--- src/hw/rtl/lsvp_pkg.sv ---
// lsvp_pkg: shared constants, codes and control structs of the looping sample voice player
// used by lsvp_ctrl, lsvp_dpath, the top and the testbench; depends on nothing
package lsvp_pkg;

    localparam int SAMPLE_DEPTH = 4096;
    localparam int ADDR_W       = $clog2(SAMPLE_DEPTH);
    localparam int SAMPLE_W     = 16;
    localparam int POS_W        = 13;
    localparam int FRAC_W       = 32;
    localparam int CUR_W        = POS_W + FRAC_W;
    localparam int STEP_W       = 40;
    localparam int LOOP_W       = 12;
    localparam int PASS_W       = 16;
    localparam int GAIN_W       = 16;
    localparam int OUT_W        = 17;
    localparam int CFG_IDX_W    = 3;
    localparam int CFG_DATA_W   = 40;

    localparam logic [STEP_W-1:0] STEP_RESET   = 40'h01_0000_0000;
    localparam logic [GAIN_W-1:0] MASTER_RESET = 16'h0040;
    localparam logic [PASS_W-1:0] PASS_MAX     = '1;

    typedef enum logic [1:0] {
        KIND_WRITE = 2'd0,
        KIND_START = 2'd1,
        KIND_STOP  = 2'd2,
        KIND_TICK  = 2'd3
    } t_kind;

    typedef enum logic [CFG_IDX_W-1:0] {
        REG_STEP_SIZE    = 3'd0,
        REG_FRAME_COUNT  = 3'd1,
        REG_LOOP_START   = 3'd2,
        REG_LOOP_LIMIT   = 3'd3,
        REG_GAIN_LEFT    = 3'd4,
        REG_GAIN_RIGHT   = 3'd5,
        REG_MASTER_LEFT  = 3'd6,
        REG_MASTER_RIGHT = 3'd7
    } t_reg_idx;

    // commands from the controller to the datapath
    typedef struct packed {
        logic latch;      // capture item fields, clear outputs
        logic ram_we;     // write one sample
        logic start;      // place cursor, set active
        logic stop;       // clear active
        logic clr_active; // unplayable voice
        logic end_pass;   // one end crossing: wrap or finish
        logic show;       // shown position from cursor
        logic rd_cur;     // read current frame, latch fraction and next index, gains
        logic rd_nxt;     // read next frame, capture current, advance cursor
        logic mul;        // difference times fraction
        logic acc;        // add current frame
        logic scale;      // apply gains
        logic load_out;   // fill the output register
    } t_cmd;

    // status from the datapath to the controller
    typedef struct packed {
        logic active;
        logic can_play;
        logic past_end;
    } t_status;

endpackage

--- src/hw/rtl/lsvp_ctrl.sv ---
// lsvp_ctrl: item sequencer of the voice player, one-hot state machine
// depends on lsvp_pkg
module lsvp_ctrl (
    input  logic               i_clk,
    input  logic               i_rst_n,
    input  logic               i_in_valid,
    input  logic [1:0]         i_kind,
    input  logic               i_out_ready,
    input  lsvp_pkg::t_status  i_status,
    output logic               o_in_ready,
    output logic               o_out_valid,
    output lsvp_pkg::t_cmd     o_cmd
);

    typedef enum logic [10:0] {
        S_IDLE   = 11'b000_0000_0001,
        S_WRITE  = 11'b000_0000_0010,
        S_START  = 11'b000_0000_0100,
        S_STOP   = 11'b000_0000_1000,
        S_SETTLE = 11'b000_0001_0000,
        S_RD_CUR = 11'b000_0010_0000,
        S_RD_NXT = 11'b000_0100_0000,
        S_MUL    = 11'b000_1000_0000,
        S_ACC    = 11'b001_0000_0000,
        S_SCALE  = 11'b010_0000_0000,
        S_FINISH = 11'b100_0000_0000
    } t_state;

    t_state r_state, n_state;
    logic   r_tick, n_tick;
    logic   r_second, n_second;
    logic   r_out_valid, n_out_valid;
    logic   accept;

    assign o_in_ready = (r_state == S_IDLE);
    assign accept     = i_in_valid && o_in_ready;

    always_comb begin
        n_state  = r_state;
        n_tick   = r_tick;
        n_second = r_second;
        o_cmd    = '0;
        case (r_state)
            S_IDLE: begin
                if (accept) begin
                    o_cmd.latch = 1'b1;
                    n_second    = 1'b0;
                    n_tick      = 1'b0;
                    case (lsvp_pkg::t_kind'(i_kind))
                        lsvp_pkg::KIND_WRITE: n_state = S_WRITE;
                        lsvp_pkg::KIND_START: n_state = S_START;
                        lsvp_pkg::KIND_STOP:  n_state = S_STOP;
                        lsvp_pkg::KIND_TICK: begin
                            n_state = S_SETTLE;
                            n_tick  = 1'b1;
                        end
                        default: n_state = S_IDLE;
                    endcase
                end
            end
            S_WRITE: begin
                o_cmd.ram_we = 1'b1;
                n_state      = S_FINISH;
            end
            S_START: begin
                o_cmd.start = 1'b1;
                n_state     = S_SETTLE;
            end
            S_STOP: begin
                o_cmd.stop = 1'b1;
                n_state    = S_FINISH;
            end
            S_SETTLE: begin
                if (!i_status.active) begin
                    n_state = S_FINISH;
                end else if (!i_status.can_play) begin
                    o_cmd.clr_active = 1'b1;
                    n_state          = S_FINISH;
                end else if (i_status.past_end) begin
                    o_cmd.end_pass = 1'b1;
                end else begin
                    o_cmd.show = 1'b1;
                    n_state    = (r_tick && !r_second) ? S_RD_CUR : S_FINISH;
                end
            end
            S_RD_CUR: begin
                o_cmd.rd_cur = 1'b1;
                n_state      = S_RD_NXT;
            end
            S_RD_NXT: begin
                o_cmd.rd_nxt = 1'b1;
                n_state      = S_MUL;
            end
            S_MUL: begin
                o_cmd.mul = 1'b1;
                n_state   = S_ACC;
            end
            S_ACC: begin
                o_cmd.acc = 1'b1;
                n_state   = S_SCALE;
            end
            S_SCALE: begin
                o_cmd.scale = 1'b1;
                n_second    = 1'b1;
                n_state     = S_SETTLE;
            end
            S_FINISH: begin
                if (!r_out_valid || i_out_ready) begin
                    o_cmd.load_out = 1'b1;
                    n_state        = S_IDLE;
                end
            end
            default: n_state = S_IDLE;
        endcase
    end

    always_comb begin
        if (o_cmd.load_out) begin
            n_out_valid = 1'b1;
        end else if (i_out_ready) begin
            n_out_valid = 1'b0;
        end else begin
            n_out_valid = r_out_valid;
        end
    end

    always_ff @(posedge i_clk) begin
        if (!i_rst_n) begin
            r_state     <= S_IDLE;
            r_tick      <= 1'b0;
            r_second    <= 1'b0;
            r_out_valid <= 1'b0;
        end else begin
            r_state     <= n_state;
            r_tick      <= n_tick;
            r_second    <= n_second;
            r_out_valid <= n_out_valid;
        end
    end

    assign o_out_valid = r_out_valid;

endmodule

--- config.mk ---
export PLATFORM = sky130hd
export DESIGN_NAME = lsvp_ctrl
export DESIGN_NICKNAME = d
export VERILOG_FILES = /design/src/hw/rtl/lsvp_pkg.sv /design/src/hw/rtl/lsvp_ctrl.sv
export SDC_FILE = /design/constraint.sdc
export NUM_CORES = 1
export LEC_CHECK = 0
export BUFFER_PORTS_ARGS = -buffer_cell sky130_fd_sc_hd__clkbuf_2
export CORE_MARGIN = 10
export CORE_UTILIZATION = 55
export DETAILED_ROUTE_END_ITERATION = 7
export GPL_TIMING_DRIVEN = 0
export PLACE_DENSITY_LB_ADDON = 0.15
export SYNTH_ARGS = -nofsm -noshare
export SYNTH_HDL_FRONTEND = slang
export SYNTH_SLANG_ARGS = --single-unit
export TNS_END_PERCENT = 20
--- constraint.sdc ---
create_clock -name i_clk -period 3.2 [get_ports i_clk]
set_input_delay 0.48 -clock i_clk [delete_from_list [all_inputs] [get_ports i_clk]]
set_output_delay 0.48 -clock i_clk [all_outputs]
set_load 0.05 [all_outputs]
==> results.cfg <==
[timing]
fin_crit_ns = 2.98
finalMaxSlewViolations = 0
setup_viol = 0
post-route-period-util_pct = 93.1
hold_viol = 0
rsz0062_at_grt = no
holdWs_ns = 0.429
fin_setup_tns_ns = 0
max_freq_mhz = 336
maxSlewHeadroom_pct = 50.3
clock_skew_ns = 0.00255
worst_pin_slew_ns = 0.738

[critical_path]
cp_cell_sequence = buf_6 > nor4_1 > nand2_1 > nor4b_1 > buf_4 > clkbuf_2
critical_path_class = reg2out
cp_data_required_time_ns = 2.72
critPathMaxStageDelay_ns = 0.65
start_kind = flip-flop
cpMaxStageDelayCell = nor4_1
end_kind = output pin
crit_fanout = 9
cp.arrival_ns = 2.50

[cts]
tritoncts = yes
clkLatencyLatePin_ns = 0.28
clock_path_buffers = 2
cts_buffers = 3
htreeDepth = 1
clk_pin_slew_ns = 0.08
cts_resized = 0
cts_root_buf = clkbuf_4
holdBufCountCts = 0
clock-sinks = 14
postCtsSetupBuffers = 0

[yosys]
synthesis.area_um2 = 915
yosys.area_share.adder_pct = 0
yosysMostFrequentCell = dfxtp_1
synth_flop_cell = dfxtp_1
synth_compound_area_share_pct = 12.6
synth-edff-count = 0
synth_top_family_by_area = simple AND/OR/NAND/NOR gates
yosysSeqAreaShare_pct = 30.6
synth_top_area_cell = dfxtp_1
synth-simple-area-share_pct = 45.6
synth_xor_area_share_pct = 2.87
synthTopCellsByCount = 14 x dfxtp_1, 9 x nand2_1, 9 x nor2_1, 8 x nor4_1, 6 x nor3_1
syn-num-nets = 122
synth_area_leaders = dfxtp_1 31%, nor4_1 5.5%, nor4b_1 3.8%
yosysWarnings = 0
avgSynthCellArea_um2 = 8.09
synthArstFlopShare_pct = 0
synth_mux_area_share_pct = 0
synthDominantCellAreaShare_pct = 30.6
ys_ff_latch = 14
synth_cell_types = 39
syn_inst = 113

[layout]
drive_gt1_share_pct = 29.5
fill_cells = 141
instances_no_fill = 155
fin_nets = 150
antenna_cells = 0
area_growth_pct = 17.2

[global_route]
grt_pass1_wl_um = 3570
grt_max_degree = 11
grt.total_usage_pct = 12.1
antenna_found_initial = 0
grt-ovfl-total = 0
grt_pass1_vias = 787

[route]
drc = 0
dr.pass1.iters = 4
wl_um = 2260
wire_per_inst_um = 14.6
via_per_inst = 6.17
dr_total_vias = 956
ant_nets = 0
drt_iter0_drc = 16

[run_status]
status = finished, final reports clean

[pwr]
finalPower_mw = 0.459
cellPowerDensity_mw_per_mm2 = 428
leakage_nw = 0.468
vdd_drop_max_mv = 0.317

[place]
globalplace.congestion = 0.857
dp_hpwl_um = 1770
dp_cells = 152
port_buffers = 23

[floorplan]
core_mm2 = 0.00154
dieArea_mm2 = 0.00369
fp.dieW_um = 60.8
rows = 14
io_pins = 24
fp.dieH_um = 60.8
initial_core_util_pct = 59.3

[hold_path]
hold_class = in2reg

[job]
max-cap-violations = 0
-- registers in the layout (all words and copies together), names as in the netlist --
register     count
r_tick           1
r_state         11
o_out_valid      1
r_second         1
-- per-stage QoR --
step | utilization [%] | cell area, um^2 | setup slack (ns)
detailed placement | 68.1 | 1050 | 0.543
floorplan | - | 915 | 0.356
global route | 69.6 | 1070 | 0.0822
finish | 69.6 | 1070 | 0.219
global placement | 68.1 | 1050 | 0.544
CTS | 69.6 | 1070 | 0.224
-- critical path: cells and delay by family (launching register included) --
kind	cells	cell delay, ns
simple gates	3	1.34
buf+inv	3	0.59
flops	1	0.31
-- cell families after synthesis --
kind of cell / after synthesis
xor+xnor: 3
compound gates: 16
flops: 14
simple gates: 66
buf+inv: 14
-- final timing paths --
| path | from | end | slack (ns) | cells past startpoint |
|---|---|---|---|---|
| worst max register to register | r_state[6] | r_second | 1.18 | 6 |
| worst min-delay path | i_kind[1] | r_state[2] | 0.43 | 2 |
| worst max-delay path | r_state[6] | o_cmd[1] | 0.22 | 6 |
| worst min register to register | r_tick | r_tick | 0.46 | 2 |
-- final cells by class --
type	count	area [um^2]	area share, %
buffer	9	56.3	5.25
clock buffer	3	22.5	2.10
inverter	5	20.0	1.87
multi-input combinational	85	558	52.0
sequential	14	280	26.1
tap	16	20.0	1.87
timing repair buffer	23	115	10.7
-- per-layer routing --
metal  wire, um  GRT usage, %  part of all wire, %  vias up
li1           -             -                    -      475
met1        991          15.7                   44      442
met2       1100          18.9                   49       37
met3        155          4.18                  6.9        2
met4         12          2.82                 0.53        0
met5          0             0                    0        -
-- power breakdown --
part           internal [mW]  total [mW]  switching [mW]  leakage (nW)
combinational         0.0598       0.176           0.116         0.341
clock                 0.0436      0.0970          0.0534        0.0138
sequential             0.182       0.186         0.00353         0.113
-- cells in the final DEF, fill, tap and decap left out, drive strengths merged, types with 2 or more instances in the layout --
cell | Yosys | layout
or4 | 4 | 4
nor4bb | 2 | 2
nand3 | 4 | 4
and4b | 3 | 3
a21oi | 3 | 3
nor4b | 4 | 4
nor2 | 9 | 9
nor2b | 4 | 4
nor4 | 8 | 8
nand2b | 2 | 2
nor3b | 4 | 4
dfxtp | 14 | 14
nor3 | 6 | 6
and3 | 2 | 2
o21ai | 4 | 4
xor2 | 2 | 2
nand2 | 10 | 10
clkbuf | 2 | 28
a21boi | 3 | 3
inv | 4 | 4
buf | 7 | 7
Note: power is estimated with default switching activity, not from simulation.
